File: src/rtl/stt_pkg.sv
// ----------------------------------------------------------------------------
// stt_pkg: shared types and constants of the sparse triple transpose core
// Field widths, queue command format, term record and bucket mapping.
// ----------------------------------------------------------------------------
package stt_pkg;

	localparam int MAX_TERMS   = 64;
	localparam int MAX_DIM     = 64;
	// one bucket per column below MAX_DIM plus one overflow bucket
	localparam int NUM_BKT     = MAX_DIM + 1;

	localparam int IDX_W       = 7;
	localparam int VAL_W       = 32;
	localparam int FIELD_W     = 2 * IDX_W + VAL_W;
	localparam int DATA_W      = ((FIELD_W + 7) / 8) * 8;
	localparam int PAD_W       = DATA_W - FIELD_W;

	localparam int TERM_AW     = $clog2(MAX_TERMS);
	localparam int BKT_AW      = $clog2(NUM_BKT);
	localparam int BKT_CW      = $clog2(NUM_BKT + 1);
	localparam int CNT_W       = $clog2(MAX_TERMS + 1);

	// power of two, so the pointers wrap on their own width
	localparam int QUEUE_DEPTH = 4;
	localparam int QPTR_W      = $clog2(QUEUE_DEPTH);
	localparam int QCNT_W      = $clog2(QUEUE_DEPTH + 1);

	typedef enum logic [1:0] {
		CMD_HDR,
		CMD_TERM,
		CMD_TERM_LAST
	} cmd_kind_t;

	typedef struct packed {
		logic [IDX_W-1:0] row;
		logic [IDX_W-1:0] col;
		logic [VAL_W-1:0] val;
	} term_t;

	typedef struct packed {
		cmd_kind_t kind;
		term_t     term;
	} cmd_t;

	// columns at or beyond MAX_DIM share the overflow bucket
	function automatic logic [BKT_AW-1:0] bucket_of(input logic [IDX_W-1:0] col);
		logic [BKT_AW-1:0] b;
		if (col < IDX_W'(MAX_DIM)) begin
			b = BKT_AW'(col);
		end else begin
			b = BKT_AW'(MAX_DIM);
		end
		return b;
	endfunction

endpackage

File: src/rtl/stt_queue.sv
// ----------------------------------------------------------------------------
// stt_queue: short command queue between front and back
// Register-based FIFO of classified commands.
// ----------------------------------------------------------------------------
module stt_queue (
	input  logic          clk,
	input  logic          arst_n,
	input  logic          push,
	input  stt_pkg::cmd_t push_cmd,
	output logic          full,
	input  logic          pop,
	output logic          head_valid,
	output stt_pkg::cmd_t head
);

	stt_pkg::cmd_t              mem_q [stt_pkg::QUEUE_DEPTH];
	logic [stt_pkg::QPTR_W-1:0] wr_ptr_q;
	logic [stt_pkg::QPTR_W-1:0] rd_ptr_q;
	logic [stt_pkg::QCNT_W-1:0] count_q;
	logic                       do_push;
	logic                       do_pop;

	assign full       = count_q == stt_pkg::QCNT_W'(stt_pkg::QUEUE_DEPTH);
	assign head_valid = count_q != '0;
	assign head       = mem_q[rd_ptr_q];
	assign do_push    = push && !full;
	assign do_pop     = pop && head_valid;

	always_ff @(posedge clk) begin
		if (do_push) begin
			mem_q[wr_ptr_q] <= push_cmd;
		end
	end

	always_ff @(posedge clk or negedge arst_n) begin
		if (!arst_n) begin
			wr_ptr_q <= '0;
			rd_ptr_q <= '0;
			count_q  <= '0;
		end else begin
			if (do_push) begin
				wr_ptr_q <= wr_ptr_q + stt_pkg::QPTR_W'(1);
			end
			if (do_pop) begin
				rd_ptr_q <= rd_ptr_q + stt_pkg::QPTR_W'(1);
			end
			if (do_push && !do_pop) begin
				count_q <= count_q + stt_pkg::QCNT_W'(1);
			end else if (do_pop && !do_push) begin
				count_q <= count_q - stt_pkg::QCNT_W'(1);
			end
		end
	end

endmodule

File: config.mk
export PLATFORM = sky130hd
export DESIGN_NAME = stt_queue
export DESIGN_NICKNAME = d
export VERILOG_FILES = /design/src/rtl/stt_pkg.sv /design/src/rtl/stt_queue.sv
export SDC_FILE = /design/constraint.sdc
export NUM_CORES = 1
export LEC_CHECK = 0
export ABC_AREA = 1
export BUFFER_PORTS_ARGS = -buffer_cell sky130_fd_sc_hd__buf_2
export CELL_PAD_IN_SITES_DETAIL_PLACEMENT = 1
export CELL_PAD_IN_SITES_GLOBAL_PLACEMENT = 1
export CORE_ASPECT_RATIO = 1.25
export CORE_MARGIN = 10
export CORE_UTILIZATION = 48
export CTS_CLUSTER_DIAMETER = 120
export DETAILED_ROUTE_END_ITERATION = 10
export GPL_TIMING_DRIVEN = 0
export PLACE_DENSITY = 0.84
export SLEW_MARGIN = 5
export SYNTH_ARGS = -nofsm -noshare
export SYNTH_HDL_FRONTEND = slang
export SYNTH_SLANG_ARGS = --single-unit
File: constraint.sdc
create_clock -name clk -period 4.8 [get_ports clk]
set_clock_uncertainty 0.15 [all_clocks]
set_input_delay 0.96 -clock clk [delete_from_list [all_inputs] [get_ports clk]]
set_output_delay 0.96 -clock clk [all_outputs]
set_load 0.1 [all_outputs]
==> flow_summary.toml <==
[outcome]
status = "complete, no violations"

[sta]
setup_viol = 0
hold_viol = 0
rsz0062_at_grt = "no"
post-route-min-period_ns = 3.17
worst_pin_slew_ns = 0.821
fmax_mhz = 316
fin_crit_sh = 0.660
maxSlewViolCount = 0
slew_headroom = 0.451

[setup_path]
critPathKind = "reg -> out"
critPathMaxStageDelay_ns = 0.44
arrival_ns = 2.06
cp.required_ns = 3.69
end_kind = "output pin"
critPathMaxFanout = 10
critPathLaunchType = "flip-flop"
path_common_cell = "buf_6"
crit_buf_inv = 4
crit_chain = "inv_2 -> buf_6 -> buf_6 -> o211ai_2 -> nand2_1 -> buf_2"
cpMaxStageDelayCell = "buf_2"
path_delay_family = "buffers and inverters"

[finish]
drive_above_1_share = 0.424
fin_util = 0.574
nets = 805
area_growth_pct = 18.4
final_cell_mix = "edfxtp_1 (192), nand2_1 (112), buf_2 (110)"
final_common_cell = "edfxtp_1"

[clocking]
htree_levels = 4
hold_buffers = 0
post-cts-setup-buffer-count = 0
cts_resized = 0
clk_pin_slew_ns = 0.07
root_buffer = "clkbuf_16"
clk_latency_ns = 0.44
cts_sinks = 199
cts_tree = "done"
cts_buffer_depth = 2
numCtsBuffers = 17

[route]
drt_wl_total_mm = 21.4
ant_nets = 0
routedWlPerCell_um = 21.5
dr_total_vias = 5157
firstDrtPassIters = 5
via_per_inst = 5.19
initialDrtViolationCount = 310
drc = 0

[floorplan]
die_w_um = 141
io_pins = 102
dieArea_sq_mm = 0.0240
die_h_um = 171
start_util = 0.485
fp.coreArea_sq_mm = 0.0180
rows = 55

[synth]
netlist_instances = 621
syn_avg_cell_area_sq_um = 14.1
ys_seq_elements = 199
synth_fp_nets = 679
yosys.cell_types.count = 19
syn_area_sq_mm = 0.00874
ys.warnings.count = 0
synth_seq_area_share = 0.679

[min_path]
hold_path_class = "in -> async"

[run]
max-cap-violations = 0

[placement]
io_buffers = 101
routabilityCongestion = 0.731
hpwl_mm = 14.5

[global_route]
grt_usage = 0.181
grt_pass1_wl_mm = 33.4
antenna_found_initial = 5
grt_max_degree = 28
grt_overflow_total = 0
grt_pass1_vias = 5955
## kinds of logic after synthesis
group | after synthesis | share of synthesized area
flops | 199 | 0.679
simple gates | 174 | 0.0903
buf+inv | 144 | 0.0819
compound gates | 97 | 0.138
fa+ha+maj | 6 | 0.00944
xor+xnor | 1 | 0.00100
## stage by stage
stage / std cells / setup slack [ns] / TNS [ns] / area, sq um / hold slack (ns)
after floorplan: 621 / 1.08 / 0 / 8740 / 0.313
after global placement: 950 / -0.689 / -125.04 / 9530 / 0.330
after CTS: 988 / 1.61 / 0 / 10300 / 0.191
after detailed placement: 956 / 1.88 / 0 / 9710 / 0.358
final: 993 / 1.63 / 0 / 10400 / 0.200
after global routing: 992 / 1.52 / 0 / 10400 / 0.192
## path summary, 6_finish.rpt
path | from | endpoint | slack [ns] | depth (start not counted)
hold / removal | arst_n | wr_ptr_q[0] | 0.20 | 1
setup / recovery | rd_ptr_q[0] | head[13] | 1.63 | 6
min in group clk | count_q[2] | count_q[2] | 0.37 | 2
max in group asynchronous | arst_n | rd_ptr_q[1] | 4.13 | 1
setup reg to reg | count_q[1] | mem_q[2][22] | 2.34 | 5
hold reg to reg | count_q[2] | count_q[2] | 0.37 | 2
## synth_stat cells
library cell | n | area share
inv_1 | 109 | 0.047
edfxtp_1 | 192 | 0.66
fa_1 | 1 | 0.0023
o21ai_0 | 1 | 0.00057
inv_2 | 2 | 0.00086
buf_4 | 1 | 0.00086
ha_1 | 5 | 0.0072
buf_2 | 9 | 0.0052
nor2_1 | 4 | 0.0017
nand4_1 | 1 | 0.00072
nand3_1 | 7 | 0.0040
nand2_1 | 112 | 0.048
o211ai_2 | 96 | 0.14
buf_6 | 21 | 0.027
xnor2_1 | 1 | 0.0010
dfrtp_1 | 7 | 0.020
nand2_2 | 50 | 0.036
clkbuf_1 | 1 | 0.00043
inv_4 | 1 | 0.00072
## layer usage
metal  global-route usage  share of wire  vias to the layer above
li1                     -              -                     2403
met1                0.195           0.39                     2636
met2                0.335           0.56                       93
met3               0.0424          0.036                       25
met4               0.0665          0.016                        0
met5                    0              0                        -
## area by class of cell
cell class                      instances  area, sq um
Fill cell                            1797         7680
Sequential cell                       199         5940
Multi-Input combinational cell        278         2120
Timing Repair Buffer                  107          656
Clock buffer                           18          429
Inverter                              112          423
Buffer                                 32          293
Tap cell                              228          285
Clock inverter                         14          198
Antenna cell                            5         12.5
## flip-flops by register name, summed over array words and instances, names as in the netlist
name      flops
rd_ptr_q      2
mem_q       192
count_q       3
wr_ptr_q      2
Power is not shown: default switching activity piles up to over one toggle a cycle in this logic, so the estimate is an artifact.
