[src/rtl/stt_pkg.sv]
// ----------------------------------------------------------------------------
// stt_pkg: shared types and constants of the sparse triple transpose core
// Field widths, queue command format, term record and bucket mapping.
// ----------------------------------------------------------------------------
package stt_pkg;

	localparam int MAX_TERMS   = 64;
	localparam int MAX_DIM     = 64;
	// one bucket per column below MAX_DIM plus one overflow bucket
	localparam int NUM_BKT     = MAX_DIM + 1;

	localparam int IDX_W       = 7;
	localparam int VAL_W       = 32;
	localparam int FIELD_W     = 2 * IDX_W + VAL_W;
	localparam int DATA_W      = ((FIELD_W + 7) / 8) * 8;
	localparam int PAD_W       = DATA_W - FIELD_W;

	localparam int TERM_AW     = $clog2(MAX_TERMS);
	localparam int BKT_AW      = $clog2(NUM_BKT);
	localparam int BKT_CW      = $clog2(NUM_BKT + 1);
	localparam int CNT_W       = $clog2(MAX_TERMS + 1);

	// power of two, so the pointers wrap on their own width
	localparam int QUEUE_DEPTH = 4;
	localparam int QPTR_W      = $clog2(QUEUE_DEPTH);
	localparam int QCNT_W      = $clog2(QUEUE_DEPTH + 1);

	typedef enum logic [1:0] {
		CMD_HDR,
		CMD_TERM,
		CMD_TERM_LAST
	} cmd_kind_t;

	typedef struct packed {
		logic [IDX_W-1:0] row;
		logic [IDX_W-1:0] col;
		logic [VAL_W-1:0] val;
	} term_t;

	typedef struct packed {
		cmd_kind_t kind;
		term_t     term;
	} cmd_t;

	// columns at or beyond MAX_DIM share the overflow bucket
	function automatic logic [BKT_AW-1:0] bucket_of(input logic [IDX_W-1:0] col);
		logic [BKT_AW-1:0] b;
		if (col < IDX_W'(MAX_DIM)) begin
			b = BKT_AW'(col);
		end else begin
			b = BKT_AW'(MAX_DIM);
		end
		return b;
	endfunction

endpackage

[src/rtl/stt_ram.sv]
// ----------------------------------------------------------------------------
// stt_ram: generic simple dual-port RAM
// One write port, one read port with registered data held while re is low.
// ----------------------------------------------------------------------------
module stt_ram #(
	parameter int WIDTH = 8,
	parameter int DEPTH = 64,
	localparam int AW = (DEPTH > 1) ? $clog2(DEPTH) : 1
) (
	input  logic             clk,
	input  logic             we,
	input  logic [AW-1:0]    waddr,
	input  logic [WIDTH-1:0] wdata,
	input  logic             re,
	input  logic [AW-1:0]    raddr,
	output logic [WIDTH-1:0] rdata
);

	logic [WIDTH-1:0] mem_q [DEPTH];

	always_ff @(posedge clk) begin
		if (we) begin
			mem_q[waddr] <= wdata;
		end
		if (re) begin
			rdata <= mem_q[raddr];
		end
	end

endmodule

[src/rtl/stt_back.sv]
// ----------------------------------------------------------------------------
// stt_back: execution side of the transpose core
// Buffer triples, count columns, form start positions, scatter, emit.
// ----------------------------------------------------------------------------
module stt_back (
	input  logic                       clk,
	input  logic                       arst_n,
	input  logic                       q_valid,
	input  stt_pkg::cmd_t              q_head,
	output logic                       q_pop,
	output logic                       m_axis_tvalid,
	input  logic                       m_axis_tready,
	output logic [stt_pkg::DATA_W-1:0] m_axis_tdata,
	output logic                       m_axis_tuser,
	output logic                       m_axis_tlast
);

	typedef enum logic [3:0] {
		ST_IDLE,
		ST_CNT_WR,
		ST_PREFIX,
		ST_SC_TERM,
		ST_SC_POS,
		ST_SC_WR,
		ST_EM_ORD,
		ST_EM_TERM,
		ST_EM_OUT
	} state_t;

	state_t                      state_q;
	logic [stt_pkg::CNT_W-1:0]   ld_cnt_q;
	logic [stt_pkg::BKT_AW-1:0]  bkt_q;
	logic                        last_q;
	logic [stt_pkg::BKT_CW-1:0]  pf_idx_q;
	logic                        pf_v_s1;
	logic [stt_pkg::BKT_AW-1:0]  pf_addr_s1;
	logic [stt_pkg::CNT_W-1:0]   pos_q;
	logic [stt_pkg::CNT_W-1:0]   sc_idx_q;
	logic [stt_pkg::CNT_W-1:0]   em_idx_q;
	logic [stt_pkg::NUM_BKT-1:0] cnt_vld_q;
	logic                        cnt_rvld_q;

	logic                        out_v_q;
	logic                        out_hdr_q;
	logic                        out_last_q;
	logic [stt_pkg::IDX_W-1:0]   out_row_q;
	logic [stt_pkg::IDX_W-1:0]   out_col_q;
	logic [stt_pkg::VAL_W-1:0]   out_val_q;

	logic                        t_we;
	logic [stt_pkg::TERM_AW-1:0] t_waddr;
	stt_pkg::term_t              t_wdata;
	logic                        t_re;
	logic [stt_pkg::TERM_AW-1:0] t_raddr;
	stt_pkg::term_t              t_rdata;

	logic                        c_we;
	logic [stt_pkg::BKT_AW-1:0]  c_waddr;
	logic [stt_pkg::CNT_W-1:0]   c_wdata;
	logic                        c_re;
	logic [stt_pkg::BKT_AW-1:0]  c_raddr;
	logic [stt_pkg::CNT_W-1:0]   c_rdata;

	logic                        o_we;
	logic [stt_pkg::TERM_AW-1:0] o_waddr;
	logic [stt_pkg::TERM_AW-1:0] o_wdata;
	logic                        o_re;
	logic [stt_pkg::TERM_AW-1:0] o_raddr;
	logic [stt_pkg::TERM_AW-1:0] o_rdata;

	logic [stt_pkg::CNT_W-1:0]   cnt_eff;
	logic                        out_free;
	logic                        out_load;
	logic                        pf_issue;
	logic                        sc_done;
	logic                        em_done;

	// buffered triples in arrival order
	stt_ram #(.WIDTH($bits(stt_pkg::term_t)), .DEPTH(stt_pkg::MAX_TERMS)) u_term_ram (
		.clk   (clk),
		.we    (t_we),
		.waddr (t_waddr),
		.wdata (t_wdata),
		.re    (t_re),
		.raddr (t_raddr),
		.rdata (t_rdata)
	);

	// column counts, rewritten in place as running start positions
	stt_ram #(.WIDTH(stt_pkg::CNT_W), .DEPTH(stt_pkg::NUM_BKT)) u_cnt_ram (
		.clk   (clk),
		.we    (c_we),
		.waddr (c_waddr),
		.wdata (c_wdata),
		.re    (c_re),
		.raddr (c_raddr),
		.rdata (c_rdata)
	);

	// output slot -> buffer index
	stt_ram #(.WIDTH(stt_pkg::TERM_AW), .DEPTH(stt_pkg::MAX_TERMS)) u_ord_ram (
		.clk   (clk),
		.we    (o_we),
		.waddr (o_waddr),
		.wdata (o_wdata),
		.re    (o_re),
		.raddr (o_raddr),
		.rdata (o_rdata)
	);

	// an entry not written since the last header reads as zero
	assign cnt_eff  = cnt_rvld_q ? c_rdata : '0;
	assign out_free = !out_v_q || m_axis_tready;
	assign pf_issue = pf_idx_q < stt_pkg::BKT_CW'(stt_pkg::NUM_BKT);
	assign sc_done  = (sc_idx_q + stt_pkg::CNT_W'(1)) == ld_cnt_q;
	assign em_done  = (em_idx_q + stt_pkg::CNT_W'(1)) == ld_cnt_q;

	assign m_axis_tvalid = out_v_q;
	assign m_axis_tuser  = out_hdr_q;
	assign m_axis_tlast  = out_last_q;
	assign m_axis_tdata  = {{stt_pkg::PAD_W{1'b0}}, out_val_q, out_col_q, out_row_q};

	always_comb begin
		q_pop    = 1'b0;
		out_load = 1'b0;
		t_we     = 1'b0;
		t_waddr  = ld_cnt_q[stt_pkg::TERM_AW-1:0];
		t_wdata  = q_head.term;
		t_re     = 1'b0;
		t_raddr  = sc_idx_q[stt_pkg::TERM_AW-1:0];
		c_we     = 1'b0;
		c_waddr  = bkt_q;
		c_wdata  = cnt_eff + stt_pkg::CNT_W'(1);
		c_re     = 1'b0;
		c_raddr  = stt_pkg::bucket_of(q_head.term.col);
		o_we     = 1'b0;
		o_waddr  = cnt_eff[stt_pkg::TERM_AW-1:0];
		o_wdata  = sc_idx_q[stt_pkg::TERM_AW-1:0];
		o_re     = 1'b0;
		o_raddr  = em_idx_q[stt_pkg::TERM_AW-1:0];
		unique case (state_q)
			ST_IDLE: begin
				if (q_valid) begin
					unique case (q_head.kind) inside
						stt_pkg::CMD_HDR: begin
							q_pop    = out_free;
							out_load = out_free;
						end
						stt_pkg::CMD_TERM, stt_pkg::CMD_TERM_LAST: begin
							q_pop = 1'b1;
							t_we  = 1'b1;
							c_re  = 1'b1;
						end
						default: begin
							q_pop = 1'b1;
						end
					endcase
				end
			end
			ST_CNT_WR: begin
				c_we = 1'b1;
			end
			ST_PREFIX: begin
				c_re    = pf_issue;
				c_raddr = pf_idx_q[stt_pkg::BKT_AW-1:0];
				c_we    = pf_v_s1;
				c_waddr = pf_addr_s1;
				c_wdata = pos_q;
			end
			ST_SC_TERM: begin
				t_re = 1'b1;
			end
			ST_SC_POS: begin
				c_re    = 1'b1;
				c_raddr = stt_pkg::bucket_of(t_rdata.col);
			end
			ST_SC_WR: begin
				o_we = 1'b1;
				c_we = 1'b1;
			end
			ST_EM_ORD: begin
				o_re = 1'b1;
			end
			ST_EM_TERM: begin
				t_re    = 1'b1;
				t_raddr = o_rdata;
			end
			ST_EM_OUT: begin
				out_load = out_free;
			end
			default: begin
			end
		endcase
	end

	always_ff @(posedge clk or negedge arst_n) begin
		if (!arst_n) begin
			state_q    <= ST_IDLE;
			ld_cnt_q   <= '0;
			bkt_q      <= '0;
			last_q     <= 1'b0;
			pf_idx_q   <= '0;
			pf_v_s1    <= 1'b0;
			pf_addr_s1 <= '0;
			pos_q      <= '0;
			sc_idx_q   <= '0;
			em_idx_q   <= '0;
			cnt_vld_q  <= '0;
			cnt_rvld_q <= 1'b0;
			out_v_q    <= 1'b0;
			out_hdr_q  <= 1'b0;
			out_last_q <= 1'b0;
			out_row_q  <= '0;
			out_col_q  <= '0;
			out_val_q  <= '0;
		end else begin
			if (c_re) begin
				cnt_rvld_q <= cnt_vld_q[c_raddr];
			end
			if (out_load) begin
				out_v_q <= 1'b1;
			end else if (m_axis_tready) begin
				out_v_q <= 1'b0;
			end
			unique case (state_q)
				ST_IDLE: begin
					if (q_valid) begin
						unique case (q_head.kind) inside
							stt_pkg::CMD_HDR: begin
								if (out_free) begin
									out_hdr_q  <= 1'b1;
									out_row_q  <= q_head.term.col;
									out_col_q  <= q_head.term.row;
									out_val_q  <= q_head.term.val;
									out_last_q <= q_head.term.val == '0;
									cnt_vld_q  <= '0;
									ld_cnt_q   <= '0;
								end
							end
							stt_pkg::CMD_TERM, stt_pkg::CMD_TERM_LAST: begin
								bkt_q    <= stt_pkg::bucket_of(q_head.term.col);
								last_q   <= q_head.kind == stt_pkg::CMD_TERM_LAST;
								ld_cnt_q <= ld_cnt_q + stt_pkg::CNT_W'(1);
								state_q  <= ST_CNT_WR;
							end
							default: begin
							end
						endcase
					end
				end
				ST_CNT_WR: begin
					cnt_vld_q[bkt_q] <= 1'b1;
					if (last_q) begin
						pf_idx_q <= '0;
						pf_v_s1  <= 1'b0;
						pos_q    <= '0;
						state_q  <= ST_PREFIX;
					end else begin
						state_q <= ST_IDLE;
					end
				end
				ST_PREFIX: begin
					pf_v_s1    <= pf_issue;
					pf_addr_s1 <= pf_idx_q[stt_pkg::BKT_AW-1:0];
					if (pf_issue) begin
						pf_idx_q <= pf_idx_q + stt_pkg::BKT_CW'(1);
					end
					if (pf_v_s1) begin
						pos_q                 <= pos_q + cnt_eff;
						cnt_vld_q[pf_addr_s1] <= 1'b1;
					end
					if (!pf_issue && !pf_v_s1) begin
						sc_idx_q <= '0;
						state_q  <= ST_SC_TERM;
					end
				end
				ST_SC_TERM: begin
					state_q <= ST_SC_POS;
				end
				ST_SC_POS: begin
					bkt_q   <= stt_pkg::bucket_of(t_rdata.col);
					state_q <= ST_SC_WR;
				end
				ST_SC_WR: begin
					sc_idx_q <= sc_idx_q + stt_pkg::CNT_W'(1);
					if (sc_done) begin
						em_idx_q <= '0;
						state_q  <= ST_EM_ORD;
					end else begin
						state_q <= ST_SC_TERM;
					end
				end
				ST_EM_ORD: begin
					state_q <= ST_EM_TERM;
				end
				ST_EM_TERM: begin
					state_q <= ST_EM_OUT;
				end
				ST_EM_OUT: begin
					if (out_free) begin
						out_hdr_q  <= 1'b0;
						out_row_q  <= t_rdata.col;
						out_col_q  <= t_rdata.row;
						out_val_q  <= t_rdata.val;
						out_last_q <= em_done;
						if (em_done) begin
							ld_cnt_q <= '0;
							state_q  <= ST_IDLE;
						end else begin
							em_idx_q <= em_idx_q + stt_pkg::CNT_W'(1);
							state_q  <= ST_EM_ORD;
						end
					end
				end
				default: begin
					state_q <= ST_IDLE;
				end
			endcase
		end
	end

endmodule

[config.mk]
export PLATFORM = sky130hd
export DESIGN_NAME = stt_back
export DESIGN_NICKNAME = d
export VERILOG_FILES = /design/src/rtl/stt_pkg.sv /design/src/rtl/stt_ram.sv /design/src/rtl/stt_back.sv
export SDC_FILE = /design/constraint.sdc
export NUM_CORES = 2
export LEC_CHECK = 0
export ABC_CLOCK_PERIOD_IN_PS = 8800
export BUFFER_PORTS_ARGS = -buffer_cell sky130_fd_sc_hd__buf_2
export CORE_MARGIN = 8
export CORE_UTILIZATION = 26
export DETAILED_ROUTE_END_ITERATION = 8
export GPL_TIMING_DRIVEN = 0
export SYNTH_ARGS = -nofsm -noshare
export SYNTH_HDL_FRONTEND = slang
export SYNTH_SLANG_ARGS = --single-unit
[constraint.sdc]
create_clock -name clk -period 8.8 [get_ports clk]
set_input_delay 0.44 -clock clk [delete_from_list [all_inputs] [get_ports clk]]
set_output_delay 0.44 -clock clk [all_outputs]
set_load 0.02 [all_outputs]
==> impl_metrics.toml <==
[cts]
cts.sinks = 3945
postCtsSetupRepairBufs = 0
cts_tree = "yes"
root_buffer = "clkbuf_16"
clkTransAtPathRegs_ns = 0.07
h-tree-depth = 5
cts_buffers = 374
cts.path.max_buffers = 4
insertion_delay_ns = 0.98
cts-resized-gates = 0
cts_hold_buffers = 25

[floorplan]
core_area_sq_um = 593000
rows = 283
ios = 104
start_util = 0.261
die_area_sq_um = 620000
die_w_microns = 787
die_y_microns = 787

[timing]
grt_setup_unrepaired = "false"
max_freq_ghz = 0.148
tightest_slew_ns = 1.53
finalHoldViolations = 0
period_minus_slack_ns = 6.75
tns_ns = 0
hold_ws_ns = 0.108
finalCritPeriodShare = 0.767
finClkSkew_ns = 0.0897
slew_violations = 20
relSlewSlack = -0.0255
setup_viol = 0

[pwr]
irDropWorstVdd_mv = 0.188
p_per_area_nw_per_um2 = 271
p_leak_uw = 0.0573

[min_path]
min_path_type = "in2reg"
whs_path_depth = 1
worstHoldStart = "q_head[11]"

[global_route]
track_usage = 0.142
grt_pass1_vias = 82800
overflow = 0
grt_pass1_wl_mm = 642
antenna_found_initial = 58
grt_start_max_net_pins = 104

[worst_setup_path]
cp.required_ns = 9.37
critPathLaunch = "sc_idx_q[2]$_DFFE_PN0P_"
cp-end-kind = "register"
worstSetupStartpointType = "register"
crit_type = "reg2reg"
reg2reg_from = "sc_idx_q[2]$_DFFE_PN0P_"
r2r_slack_ns = 2.05
critPathCapture = "u_term_ram.rdata[44]$_DFFE_PP_"
reg2reg_depth = 9
cp_max_fo = 28
arrival_ns = 7.31
r2r-end = "u_term_ram.rdata[44]$_DFFE_PP_"

[yosys]
synthArstFlopShare = 0.0428
synth_cell_types = 74
ys.flop_type = "edfxtp_1"
synth_edf_count = 3776
synth_top_area_frac = 0.733
synth-seq-area-share = 0.760
syn_area_sq_um = 155000
yosys-top-cells-area = "edfxtp_1, mux4_2, dfrtp_1"
postSynthCellCount = 8344
synth_area_leader_cell = "edfxtp_1"
ys_ff_latch = 3945
yosys_warnings = 0
syn_avg_cell_area_sq_um = 18.5

[route]
finalWirelength_mm = 463
num_vias = 85600
wl_met3_mm = 54.5
wl_met1_mm = 187
drt.antenna.violating_nets = 0
drt-initial-drc-count = 12100
wl_met2_mm = 204
dr.pass1.iters = 9
routed_via_density = 4.99
drc = 1
routed.top_layer = "met5"
wl_per_cell_microns = 27.0

[placed_design]
place_congestion = 0.897
placed_cell_area_sq_um = 170000
portBuffers = 101
hpwlAfterDp_mm = 314

[finish]
nets = 9082
area_delta_synth_final_pct = 17.4
layout_common_cells = "edfxtp_1, nand2_1, mux4_2"
design_area_sq_um = 182000
nFillCells = 57400
drive_gt1_frac = 0.208
layout_commonest_cell = "edfxtp_1"

[job]
max-cap-violations = 2

[outcome]
outcome = "finished, violations left"
violations = "DRC, capacitance limit, slew limit"
power by group:
part | switching, uW | internal (uW)
clock | 7130 | 8760
sequential | 435 | 21500
combinational | 7350 | 4140
sequential cells by signal, indices dropped and copies added, names as in the netlist, 32 cells and up:
signal / flops
out_val_q: 32
u_term_ram.mem_q: 2944
u_term_ram.rdata: 46
u_ord_ram.mem_q: 384
u_cnt_ram.mem_q: 390
cnt_vld_q: 65
through the flow:
step | power [uW] | setup slack [ns] | utilization | instances
after floorplan | 28900 | 3.98 | - | 8345
after global placement | 33400 | -0.892 | 0.278 | 16300
after detailed placement | 33600 | 2.16 | 0.286 | 16500
after CTS | 49400 | 2.15 | 0.306 | 17200
after global routing | 50800 | 2.04 | 0.306 | 17200
final | 49300 | 2.05 | 0.306 | 17200
cells in the mapped netlist, drive strengths merged (5+ instances only):
library cell	count
a2111oi	11
a211oi	278
a21o	8
a21oi	253
a221oi	5
a22oi	10
a311oi	118
a31oi	170
a32oi	7
and2	199
and3	52
buf	244
clkbuf	275
dfrtp	169
edfxtp	3776
ha	12
inv	16
mux2	27
mux2i	89
mux4	790
nand2	931
nand2b	18
nand3	209
nand3b	9
nand4	22
nor2	366
nor2b	10
nor3	23
nor4	10
o21ai	88
o221ai	24
o22ai	34
o31ai	10
or3	5
xnor2	14
xor2	20
how the worst min path moves through the flow:
| stage | slack, ns | end |
|---|---|---|
| after global routing | 0.07 | u_term_ram.mem_q[28][30]$_DFFE_PP_ |
| after detailed placement | 0.44 | cnt_vld_q[10]$_DFFE_PN0P_ |
| after CTS | 0.04 | u_term_ram.mem_q[31][30]$_DFFE_PP_ |
| after floorplan | 0.14 | bkt_q[0]$_DFFE_PN0P_ |
| final | 0.11 | u_term_ram.mem_q[62][11]$_DFFE_PP_ |
| after global placement | 0.48 | cnt_vld_q[24]$_DFFE_PN0P_ |
routing by layer:
metal,up-vias,track usage
li1,35100,-
met1,45100,0.194
met2,4563,0.214
met3,852,0.0442
met4,16,0.0492
met5,-,0
kinds of logic after synthesis:
family,count (synthesis),share of synthesized area
flops,3945,0.760
xor+xnor,34,0.00192
mux,906,0.123
fa+ha+maj,13,0.00110
buf+inv,535,0.0158
simple gates,1872,0.0534
compound gates,1038,0.0449
other cells,1,0.0000242
cell type report:
type / count / area, sq um / share of cell area
tap: 7837 / 9810 / 0.0540
sequential: 3945 / 118000 / 0.647
multi-input combinational: 3865 / 35500 / 0.195
timing repair buffer: 296 / 4590 / 0.0252
buffer: 519 / 2400 / 0.0132
clock buffer: 488 / 10000 / 0.0553
clock inverter: 187 / 1710 / 0.00939
antenna: 11 / 27.5 / 0.000151
inverter: 16 / 60.1 / 0.000331
critical path, cell delays in order, from the launching register on:
cell,delay (ns)
dfrtp_2,0.70
clkbuf_1,0.45
mux2_2,0.78
clkbuf_2,0.72
clkbuf_1,1.04
clkbuf_1,0.66
nand2_1,0.13
a311oi_1,0.98
a211oi_1,0.11
a21oi_1,0.74
Power figures use the tool's default switching activity.
