**config.mk**
```make
export PLATFORM = sky130hd
export DESIGN_NAME = stt_front
export DESIGN_NICKNAME = d
export VERILOG_FILES = /design/src/rtl/stt_pkg.sv /design/src/rtl/stt_front.sv
export SDC_FILE = /design/constraint.sdc
export NUM_CORES = 1
export LEC_CHECK = 0
export BUFFER_PORTS_ARGS = -buffer_cell sky130_fd_sc_hd__buf_2
export CAP_MARGIN = 5
export CORE_MARGIN = 2
export CORE_UTILIZATION = 38
export CTS_CLUSTER_DIAMETER = 120
export DETAILED_ROUTE_END_ITERATION = 7
export PLACE_DENSITY = 0.78
export SETUP_SLACK_MARGIN = 0.2
export SLEW_MARGIN = 20
export SYNTH_ARGS = -nofsm -noshare
export SYNTH_HDL_FRONTEND = slang
export SYNTH_SLANG_ARGS = --single-unit
```
**constraint.sdc**
```tcl
create_clock -name clk -period 2.3 [get_ports clk]
set_input_delay 0.46 -clock clk [delete_from_list [all_inputs] [get_ports clk]]
set_output_delay 0.46 -clock clk [all_outputs]
set_load 0.005 [all_outputs]
```
**src/rtl/stt_pkg.sv**
```systemverilog
// ----------------------------------------------------------------------------
// stt_pkg: shared types and constants of the sparse triple transpose core
// Field widths, queue command format, term record and bucket mapping.
// ----------------------------------------------------------------------------
package stt_pkg;

	localparam int MAX_TERMS   = 64;
	localparam int MAX_DIM     = 64;
	// one bucket per column below MAX_DIM plus one overflow bucket
	localparam int NUM_BKT     = MAX_DIM + 1;

	localparam int IDX_W       = 7;
	localparam int VAL_W       = 32;
	localparam int FIELD_W     = 2 * IDX_W + VAL_W;
	localparam int DATA_W      = ((FIELD_W + 7) / 8) * 8;
	localparam int PAD_W       = DATA_W - FIELD_W;

	localparam int TERM_AW     = $clog2(MAX_TERMS);
	localparam int BKT_AW      = $clog2(NUM_BKT);
	localparam int BKT_CW      = $clog2(NUM_BKT + 1);
	localparam int CNT_W       = $clog2(MAX_TERMS + 1);

	// power of two, so the pointers wrap on their own width
	localparam int QUEUE_DEPTH = 4;
	localparam int QPTR_W      = $clog2(QUEUE_DEPTH);
	localparam int QCNT_W      = $clog2(QUEUE_DEPTH + 1);

	typedef enum logic [1:0] {
		CMD_HDR,
		CMD_TERM,
		CMD_TERM_LAST
	} cmd_kind_t;

	typedef struct packed {
		logic [IDX_W-1:0] row;
		logic [IDX_W-1:0] col;
		logic [VAL_W-1:0] val;
	} term_t;

	typedef struct packed {
		cmd_kind_t kind;
		term_t     term;
	} cmd_t;

	// columns at or beyond MAX_DIM share the overflow bucket
	function automatic logic [BKT_AW-1:0] bucket_of(input logic [IDX_W-1:0] col);
		logic [BKT_AW-1:0] b;
		if (col < IDX_W'(MAX_DIM)) begin
			b = BKT_AW'(col);
		end else begin
			b = BKT_AW'(MAX_DIM);
		end
		return b;
	endfunction

endpackage

```
**src/rtl/stt_front.sv**
```systemverilog
// ----------------------------------------------------------------------------
// stt_front: input side of the transpose core
// Accept items, saturate header counts, drop stray triples, tag the final one.
// ----------------------------------------------------------------------------
module stt_front (
	input  logic                       clk,
	input  logic                       arst_n,
	input  logic                       s_axis_tvalid,
	output logic                       s_axis_tready,
	input  logic [stt_pkg::DATA_W-1:0] s_axis_tdata,
	input  logic                       s_axis_tuser,
	input  logic                       q_full,
	output logic                       push,
	output stt_pkg::cmd_t              push_cmd
);

	logic [stt_pkg::IDX_W-1:0] row;
	logic [stt_pkg::IDX_W-1:0] col;
	logic [stt_pkg::VAL_W-1:0] val;
	logic [stt_pkg::CNT_W-1:0] cnt_sat;
	logic [stt_pkg::CNT_W-1:0] expected_q;
	logic [stt_pkg::CNT_W-1:0] received_q;
	logic                      acc;
	logic                      in_round;
	logic                      final_term;

	assign row = s_axis_tdata[stt_pkg::IDX_W-1:0];
	assign col = s_axis_tdata[2*stt_pkg::IDX_W-1:stt_pkg::IDX_W];
	assign val = s_axis_tdata[stt_pkg::FIELD_W-1:2*stt_pkg::IDX_W];

	assign s_axis_tready = !q_full;
	assign acc           = s_axis_tvalid && s_axis_tready;
	assign in_round      = received_q < expected_q;
	assign final_term    = (received_q + stt_pkg::CNT_W'(1)) == expected_q;

	always_comb begin
		if (val[stt_pkg::VAL_W-1]) begin
			cnt_sat = '0;
		end else if (val > stt_pkg::VAL_W'(stt_pkg::MAX_TERMS)) begin
			cnt_sat = stt_pkg::CNT_W'(stt_pkg::MAX_TERMS);
		end else begin
			cnt_sat = val[stt_pkg::CNT_W-1:0];
		end
	end

	always_comb begin
		push          = 1'b0;
		push_cmd.kind = stt_pkg::CMD_TERM;
		push_cmd.term = '{row: row, col: col, val: val};
		if (acc) begin
			if (s_axis_tuser) begin
				push              = 1'b1;
				push_cmd.kind     = stt_pkg::CMD_HDR;
				push_cmd.term.val = stt_pkg::VAL_W'(cnt_sat);
			end else if (in_round) begin
				push          = 1'b1;
				push_cmd.kind = final_term ? stt_pkg::CMD_TERM_LAST : stt_pkg::CMD_TERM;
			end
		end
	end

	always_ff @(posedge clk or negedge arst_n) begin
		if (!arst_n) begin
			expected_q <= '0;
			received_q <= '0;
		end else if (acc) begin
			if (s_axis_tuser) begin
				expected_q <= cnt_sat;
				received_q <= '0;
			end else if (in_round) begin
				if (final_term) begin
					expected_q <= '0;
					received_q <= '0;
				end else begin
					received_q <= received_q + stt_pkg::CNT_W'(1);
				end
			end
		end
	end

endmodule

```
==> results.json, run 1 <==
{
  "wl_per_cell_um": 16.27,
  "drt-pass1-iter-count": 4,
  "syn_inst": 194,
  "cts-root-buf": "clkbuf_8",
  "via_per_inst": 5.447,
  "r2r_start": "received_q[1]",
  "crit_type": "reg -> out",
  "cts_tree": "done",
  "die_h_um": 66.57,
  "r2r_end": "received_q[5]",
  "fin_skew_ns": 0.004199,
  "ys_warn_count": 0,
  "synth_area_leader_cell": "dfrtp_1",
  "die_w_um": 66.57,
  "crit_required_ns": 1.84,
  "dp_cells": 311,
  "pin_count": 103,
  "clk_latency_ns": 0.25,
  "h-tree-depth": 1,
  "synth-seq-area-share_pct": 23.55,
  "slew_headroom_pct": 74.03,
  "status": "complete, but fails checks",
  "cpPeakStageDelay_ns": 0.41,
  "fmax_mhz": 399.0,
  "synth.distinct_cells": 44,
  "area_growth_pct": 62.15,
  "numCtsBuffers": 3,
  "fillers": 297,
  "cts.sinks": 14,
  "die-area_um2": 4432,
  "dp_hpwl_um": 3369,
  "cp.arrival_ns": 2.05,
  "crit_start": "received_q[1]",
  "final_nets": 343,
  "cts.path.max_buffers": 2,
  "syn_area_um2": 1488,
  "setup_ws_ns": -0.2063,
  "clkTransAtPathRegs_ns": 0.06,
  "tightestPinTransition_ns": 0.3881,
  "min_path_type": "in -> async",
  "worstSetupStartpointType": "flop",
  "period_needed_ns": 2.506,
  "gp_congestion": 0.8466,
  "ir_drop_mv": 0.3873,
  "ff2ff_path_depth": 9,
  "n_antenna_cell": 0,
  "hold_slack_ns": 0.09464,
  "grt_pass1_vias": 1570,
  "critPathMaxFanout": 2,
  "yosysTopAreaCellShare_pct": 23.55,
  "io_buffers": 72,
  "cp_slowest_cell": "dfrtp_1",
  "grt_max_degree": 25,
  "antenna_found_initial": 0,
  "drt_iter0_drc": 93,
  "wirelength_um": 5353,
  "reg2reg_slack_ns": 0.18,
  "rows": 22,
  "synth-seq-cells": 14,
  "synth_nets": 255,
  "layoutNonFillerInstCount": 329,
  "place_worst_setup_slack_ns": -0.005234,
  "via_count": 1792,
  "violations": "setup timing",
  "slew_violations": 0,
  "core_um2": 3716,
  "setup_viol": 4,
  "timing.final.crit_share_pct": 109.0,
  "synth.area.top_cells": "dfrtp_1 24%, and2_1 13%, buf_4 8.1%",
  "p_leak_nw": 1.062,
  "ant_nets": 0,
  "grt_pass1_wl_um": 7217,
  "hold_buffers": 0,
  "crit_chain": "ha_4 -> xor2_1 -> a311o_1 -> nor3_4 -> and3_4 -> and4_1 -> buf_2",
  "maxCapViolations": 0,
  "initial_core_util_pct": 40.03,
  "powerDensity_nw_per_um2": 642.0,
  "layout-drive-gt1-share_pct": 55.52,
  "syn_area_per_cell_um2": 7.668,
  "drc": 0,
  "rsz0062_at_grt": "true",
  "critPathCaptureType": "output pin",
  "hold_viol_final": 0,
  "grt_overflow": 0,
  "grtUsageTotal_pct": 21.41
}
-- critical path, delay by kind of cell, from the launching register on --
family	cells	cell delay [ns]
and+or+nand+nor	3	0.57
AOI/OAI and AO/OA	1	0.32
xor gates and xnor gates	1	0.13
buffers and inverters	1	0.11
adders and majority gates	1	0.25
DFF	1	0.41
-- worst max path at each step --
stage | to | cells after the start
6_report | push_cmd[47] | 7
5_1_grt | push_cmd[46] | 9
4_1_cts | push_cmd[46] | 8
3_5_place_dp | push_cmd[46] | 7
3_3_place_gp | push_cmd[46] | 7
2_1_floorplan | push_cmd[46] | 8
-- routing by layer --
metal | routed length, µm | global-route usage (%) | share of wire, %
met1 | 2015 | 26.56 | 38
met2 | 2863 | 37.88 | 53
met3 | 298 | 2.365 | 5.6
met4 | 175 | 7.908 | 3.3
met5 | 0 | 0 | 0
-- synth_stat cells (all sizes together) --
| library cell | number |
|---|---|
| o21a | 1 |
| and3 | 3 |
| clkbuf | 3 |
| o22ai | 3 |
| a31oi | 2 |
| o311ai | 1 |
| nor2b | 2 |
| a32o | 1 |
| nor3b | 2 |
| a2bb2o | 1 |
| a211oi | 1 |
| nor4 | 6 |
| nand3 | 7 |
| ha | 8 |
| and2 | 31 |
| buf | 17 |
| a21oi | 6 |
| a41oi | 1 |
| and4 | 1 |
| or3b | 1 |
| a22o | 1 |
| dfrtp | 14 |
| o31ai | 1 |
| o21ai | 12 |
| o32ai | 1 |
| nand2 | 17 |
| nor2 | 8 |
| nand2b | 5 |
| or4 | 1 |
| a31o | 1 |
| a311o | 1 |
| inv | 17 |
| o41ai | 1 |
| nand4 | 2 |
| o21bai | 2 |
| nor3 | 4 |
| xor2 | 1 |
| xnor2 | 4 |
| or3 | 3 |
-- power by group --
| part | internal, W | switching [W] | leakage [nW] |
|---|---|---|---|
| Combinational | 0.000496 | 0.000448 | 0.851 |
| Sequential | 0.000293 | 0.0000623 | 0.182 |
| Clock | 0.000152 | 0.0000974 | 0.0288 |
-- per-stage QoR --
stage	total power, W	utilization, %	instance area, µm²	setup TNS (ns)
floorplan	0.0007757	-	1510	0
global placement	0.0009912	51.48	1913	0
detailed placement	0.001017	51.48	1913	-0.008251
CTS	0.001324	57.10	2122	-0.5484
global route	0.001643	64.92	2412	-0.8174
finish	0.001549	64.92	2412	-0.5293
-- cell usage in the layout (no fill, tap or decap), drive strengths merged, types with 3 or more instances in the layout --
cell,synthesis,routed
a21oi,6,6
and2,31,31
and3,3,3
buf,17,103
clkbuf,3,4
dfrtp,14,14
ha,8,8
inv,17,17
nand2,17,17
nand2b,5,5
nand3,7,7
nor2,8,8
nor3,4,4
nor4,6,6
o21ai,12,12
o22ai,3,3
or3,3,3
xnor2,4,4
-- kinds of logic (layout without fill, tap and decap cells) --
| family | Yosys count | count (layout) | share of synthesized area, % |
|---|---|---|---|
| AND/OR/NAND/NOR | 93 | 93 | 35.91 |
| flip-flops | 14 | 14 | 23.55 |
| XOR/XNOR | 5 | 5 | 2.944 |
| adder cells (fa/ha/maj) | 8 | 8 | 6.729 |
| buffers and inverters | 37 | 124 | 13.37 |
| AO/OA/AOI/OAI | 37 | 37 | 17.50 |
-- cell type report --
type | count | area (µm²) | area share, %
Inverter | 17 | 63.81 | 2.645
Timing Repair Buffer | 103 | 680.7 | 28.22
Sequential cell | 14 | 352.8 | 14.63
Clock buffer | 4 | 55.05 | 2.282
Tap cell | 48 | 60.06 | 2.490
Multi-Input combinational cell | 143 | 1200 | 49.74
-- registers in the layout (all words and copies together), names as in the netlist --
register    flops
received_q      7
expected_q      7
-- timing repair --
| item | 4_1_cts | 5_1_grt |
|---|---|---|
| endpoints found under the setup margin | 16 | 23 |
| resized for setup | 17 | 54 |
| pin swaps | 15 | 21 |
| setup buffers | 10 | 4 |
Power figures use the tool's default switching activity.
==> run 2, diff against run 1 <==
--- a/config.mk
+++ b/config.mk
@@ -12,6 +12,7 @@
 export CTS_CLUSTER_DIAMETER = 120
 export DETAILED_ROUTE_END_ITERATION = 7
 export PLACE_DENSITY = 0.78
+export RECOVER_POWER = 25
 export SETUP_SLACK_MARGIN = 0.2
 export SLEW_MARGIN = 20
 export SYNTH_ARGS = -nofsm -noshare
==> run 2 against run 1 <==
The run still ends with setup timing left. Non-clock buffer count stayed put. Register-to-register slack about the same. Critical path type unchanged. Sequential share of layout area about the same.
==> results.json, run 2 (synthesized netlist as in run 1, its figures left out) <==
{
  "place_worst_setup_slack_ns": -0.005234,
  "n_antenna_cell": 0,
  "via_per_inst": 5.447,
  "drt-pass1-iter-count": 4,
  "final_cell_mix": "60 x buf_2, 27 x and2_1, 27 x buf_4",
  "largest_registers": "expected_q x7, received_q x7",
  "regArea_um2": 352.8,
  "fillers": 295,
  "crit_required_ns": 1.84,
  "clk_latency_ns": 0.25,
  "timing.final.crit_share_pct": 109.0,
  "pin_count": 103,
  "setup_viol": 4,
  "worstSetupStartpointType": "flop",
  "sw_frac_of_total_pct": 39.24,
  "setup_ws_ns": -0.2063,
  "drc": 0,
  "antenna_found_initial": 0,
  "busiest_layer": "met2",
  "slew_violations": 0,
  "gp_congestion": 0.8466,
  "final_nets": 343,
  "grt_overflow": 0,
  "min_path_type": "in -> async",
  "gr-usage-met3_pct": 2.365,
  "fmax_mhz": 399.0,
  "multi_input_area_um2": 1200,
  "power_frac_comb_pct": 60.9,
  "die-area_um2": 4432,
  "grt_use_met2_pct": 37.88,
  "layoutNonFillerInstCount": 329,
  "powerDensity_nw_per_um2": 642.2,
  "period_needed_ns": 2.506,
  "core_um2": 3716,
  "via_count": 1792,
  "rsz0062_at_grt": "true",
  "h-tree-depth": 1,
  "rows": 22,
  "grt_pass1_vias": 1570,
  "clkTransAtPathRegs_ns": 0.06,
  "die_w_um": 66.57,
  "post_dp_cell_area_um2": 1913,
  "grtUsageTotal_pct": 21.41,
  "cts.sinks": 14,
  "crit_type": "reg -> out",
  "p_leak_nw": 1.059,
  "ant_nets": 0,
  "grt_pass1_wl_um": 7217,
  "maxCapViolations": 0,
  "netSwitchingPower_w": 0.0006076,
  "wirelength_um": 5354,
  "wl_per_cell_um": 16.27,
  "status": "complete, but fails checks",
  "fin_skew_ns": 0.004199,
  "io_buffers": 72,
  "cts.path.max_buffers": 2,
  "grtUsageMet1_pct": 26.56,
  "dp_cells": 311,
  "clkPwrFrac_pct": 16.1,
  "reg2reg_slack_ns": 0.18,
  "critPathMaxFanout": 2,
  "ir_drop_mv": 0.3873,
  "cp.arrival_ns": 2.05,
  "die_h_um": 66.57,
  "grt_max_degree": 25,
  "dp_hpwl_um": 3369,
  "drt_iter0_drc": 91,
  "hold_slack_ns": 0.2582,
  "hold_viol_final": 0,
  "critPathCaptureType": "output pin",
  "cts-root-buf": "clkbuf_8",
  "violations": "setup timing",
  "tightestPinTransition_ns": 0.7842,
  "post-route-util_pct": 64.88,
  "p_int_w": 0.0009409,
  "slew_headroom_pct": 47.72,
  "design_area_um2": 2411,
  "initial_core_util_pct": 40.03,
  "pwr-share-seq_pct": 23.0,
  "numCtsBuffers": 3,
  "mostFrequentLayoutCell": "buf_2",
  "area_growth_pct": 62.07,
  "cts_tree": "done",
  "layout-drive-gt1-share_pct": 55.16
}
==> run 2: changes by cell type in the layout (fill, tap and decap cells not counted) <==
cell,delta
buf_2,-1
clkbuf_1,+1
==> run 2: power by group through the flow <==
| stage | Sequential (W) | Combinational, W | Clock, W |
|---|---|---|---|
| 6_report | 0.000355 | 0.000944 | 0.000250 |
| 3_3_place_gp | 0.000342 | 0.000649 | 0 |
| 3_5_place_dp | 0.000346 | 0.000671 | 0 |
| 2_1_floorplan | 0.000338 | 0.000437 | 0 |
| 4_1_cts | 0.000342 | 0.000730 | 0.000253 |
| 5_1_grt | 0.000359 | 0.00102 | 0.000264 |
==> run 2: layer usage <==
metal  vias to the layer above  part of all wire, %
met5                         -                    0
li1                        836                    -
met3                        19                  5.6
met2                        68                   53
met1                       869                   38
met4                         0                  3.3
==> run 2: metrics by stage <==
stage | TNS (ns) | total power [W]
after floorplan | 0 | 0.0007757
after global placement | 0 | 0.0009912
after detailed placement | -0.008251 | 0.001017
after CTS | -0.5484 | 0.001324
after global routing | -0.8174 | 0.001643
final | -0.5293 | 0.001548
==> run 2: path summary, 6_finish.rpt <==
kind	end	start	depth (start not counted)
setup reg to reg	received_q[5]	received_q[1]	9
hold / removal	expected_q[1]	arst_n	1
min in group clk	expected_q[1]	s_axis_tdata[15]	3
hold reg to reg	expected_q[0]	expected_q[0]	2
max in group asynchronous	received_q[3]	arst_n	1
setup / recovery	push_cmd[47]	received_q[1]	7
==> run 2: cell type report <==
class	count	area share [%]
inverter	17	2.647
timing repair buffer	103	28.18
multi-input combinational	143	49.77
sequential	14	14.63
tap	48	2.491
clock buffer	4	2.283
==> run 2: timing repair <==
action	4_1_cts	5_1_grt
setup endpoints to repair	16	23
hold buffers	0	0
pin swaps	15	21
gates resized for setup	17	54
setup buffers	10	4
==> run 2: worst max-delay path, stage by stage (launching register included) <==
cell and delay (ns):
dfrtp_1 0.41, ha_4 0.25, xor2_1 0.13, a311o_1 0.32
nor3_4 0.20, and3_4 0.21, and4_1 0.16, buf_2 0.11
==> run 3, diff against run 2 <==
--- a/config.mk
+++ b/config.mk
@@ -7,6 +7,7 @@
 export LEC_CHECK = 0
 export BUFFER_PORTS_ARGS = -buffer_cell sky130_fd_sc_hd__buf_2
 export CAP_MARGIN = 5
+export CORE_ASPECT_RATIO = 1.75
 export CORE_MARGIN = 2
 export CORE_UTILIZATION = 38
 export CTS_CLUSTER_DIAMETER = 120
==> run 3 against run 2 <==
The flow still finishes with violations (setup timing). Maximum frequency shrank 2.9%. Hold slack gained 0.012 ns. Die area grew 0.45%. Via count shrank 1.2%. Clock skew grew 0.00085 ns. Count of clock-buffer cells in the layout shrank 1. Flip-flop and latch count is the same. First-iteration DRC count shrank 56%. Wire length shrank 4.7%. Largest cell class unchanged.
==> results.json, run 3 (synthesized netlist as in run 1, its figures left out) <==
{
  "cts.path.max_buffers": 2,
  "status": "complete, but fails checks",
  "antenna_found_initial": 0,
  "wirelength_met1_um": 1676,
  "die_w_um": 51.30,
  "crit_type": "reg -> out",
  "timing.final.crit_share_pct": 112.3,
  "drt-pass1-iter-count": 4,
  "met3_length_um": 260,
  "fin_skew_ns": 0.005053,
  "initial_core_util_pct": 38.86,
  "numCtsBuffers": 3,
  "drc": 0,
  "wirelength_um": 5105,
  "via_count": 1770,
  "wl_met2_um": 2907,
  "sw_frac_of_total_pct": 40.56,
  "p_int_w": 0.0008896,
  "slew_violations": 0,
  "rows": 30,
  "hold_buffers": 0,
  "cts_tree": "done",
  "gp_congestion": 0.8108,
  "hold_slack_ns": 0.2697,
  "maxUsedRoutingLayer": "met4",
  "ant_nets": 0,
  "cp.arrival_ns": 2.12,
  "pwr-share-seq_pct": 23.0,
  "fmax_mhz": 387.3,
  "clkTransAtPathRegs_ns": 0.06,
  "power_frac_comb_pct": 62.6,
  "maxCapViolations": 0,
  "hold_viol_final": 0,
  "setup_ws_ns": -0.2820,
  "final_cell_mix": "64 x buf_2, 29 x buf_4, 26 x and2_1",
  "grtUsageTotal_pct": 21.23,
  "io_buffers": 72,
  "h-tree-depth": 1,
  "area_growth_pct": 55.17,
  "cts-root-buf": "clkbuf_8",
  "drt_iter0_drc": 40,
  "clk_latency_ns": 0.26,
  "grt_pass1_wl_um": 7272,
  "netSwitchingPower_w": 0.0006070,
  "slew_headroom_pct": 45.72,
  "mostFrequentLayoutCell": "buf_2",
  "clkPwrFrac_pct": 14.4,
  "core_um2": 3829,
  "via_per_inst": 5.364,
  "n_antenna_cell": 0,
  "min_path_type": "in -> async",
  "violations": "setup timing",
  "layoutNonFillerInstCount": 330,
  "worstSetupStartpointType": "flop",
  "die_h_um": 86.77,
  "crit_required_ns": 1.84,
  "setup_viol": 3,
  "layout-drive-gt1-share_pct": 52.48,
  "place_worst_setup_slack_ns": -0.05210,
  "critPathCaptureType": "output pin",
  "largest_registers": "expected_q x7, received_q x7",
  "grt_overflow": 0,
  "regArea_um2": 351.6,
  "critPathMaxFanout": 2,
  "dp_hpwl_um": 3536,
  "fillers": 334,
  "cts.sinks": 14,
  "tightestPinTransition_ns": 0.8143,
  "ir_drop_mv": 0.3848,
  "post-route-util_pct": 60.29,
  "multi_input_area_um2": 1117,
  "powerDensity_nw_per_um2": 648.3,
  "p_leak_nw": 1.054,
  "wl_per_cell_um": 15.47,
  "final_nets": 345,
  "rsz0062_at_grt": "true",
  "die-area_um2": 4451,
  "grt_pass1_vias": 1741,
  "grt_max_degree": 15,
  "pin_count": 103,
  "dp_cells": 317,
  "period_needed_ns": 2.582
}
## run 3: changes by cell type in the layout (fill, tap and decap cells not counted), sizes merged
cell and change:
buf +2, clkbuf -1
## run 3: power by group through the flow
stage | clock network [W] | logic (W) | registers (W)
after global routing | 0.000220 | 0.00101 | 0.000351
after detailed placement | 0 | 0.000721 | 0.000340
after global placement | 0 | 0.000704 | 0.000336
after floorplan | 0 | 0.000437 | 0.000338
after CTS | 0.000208 | 0.000817 | 0.000339
final | 0.000216 | 0.000936 | 0.000345
## run 3: cell type report
cell class	count	area share, %
well taps	48	2.602
clock buffers	3	1.789
flip-flops and latches	14	15.23
repair buffers	105	29.21
inverters	17	2.764
multi-input cells	143	48.40
## run 3: metal layers
metal / vias to the layer above / global-route usage [%]
met5: - / 0
met2: 91 / 43.68
li1: 839 / -
met4: 0 / 8.134
met1: 815 / 20.06
met3: 25 / 2.586
## run 3: repair_timing
item,CTS,global route
pin swaps,17,19
setup buffers,5,5
endpoints found under the setup margin,20,23
gates resized for setup,22,35
## run 3: through the flow
stage / area, µm² / setup TNS [ns] / power [W]
3_3_place_gp: 1971 / 0 / 0.001040
5_1_grt: 2308 / -1.161 / 0.001579
3_5_place_dp: 1971 / -0.05472 / 0.001061
4_1_cts: 2153 / -0.5826 / 0.001365
2_1_floorplan: 1510 / 0 / 0.0007757
6_report: 2308 / -0.6876 / 0.001497
## run 3: worst paths after layout
| kind | startpoint | end | slack (ns) | cells past startpoint |
|---|---|---|---|---|
| max in group asynchronous | arst_n | received_q[3] | 1.47 | 1 |
| min reg2reg | expected_q[0] | expected_q[0] | 0.55 | 2 |
| max reg2reg | received_q[1] | expected_q[6] | 0.06 | 11 |
| min | arst_n | expected_q[4] | 0.27 | 1 |
| max | received_q[1] | push_cmd[46] | -0.28 | 9 |
| min in group clk | s_axis_tdata[15] | expected_q[1] | 0.42 | 3 |
## run 3: critical path, cell delays in order, from the launching register on
cell,delay (ns)
dfrtp_1,0.41
ha_4,0.25
xor2_1,0.14
a311o_1,0.32
nor3_2,0.13
buf_4,0.16
a41oi_4,0.13
nor2_4,0.17
inv_2,0.05
buf_2,0.12
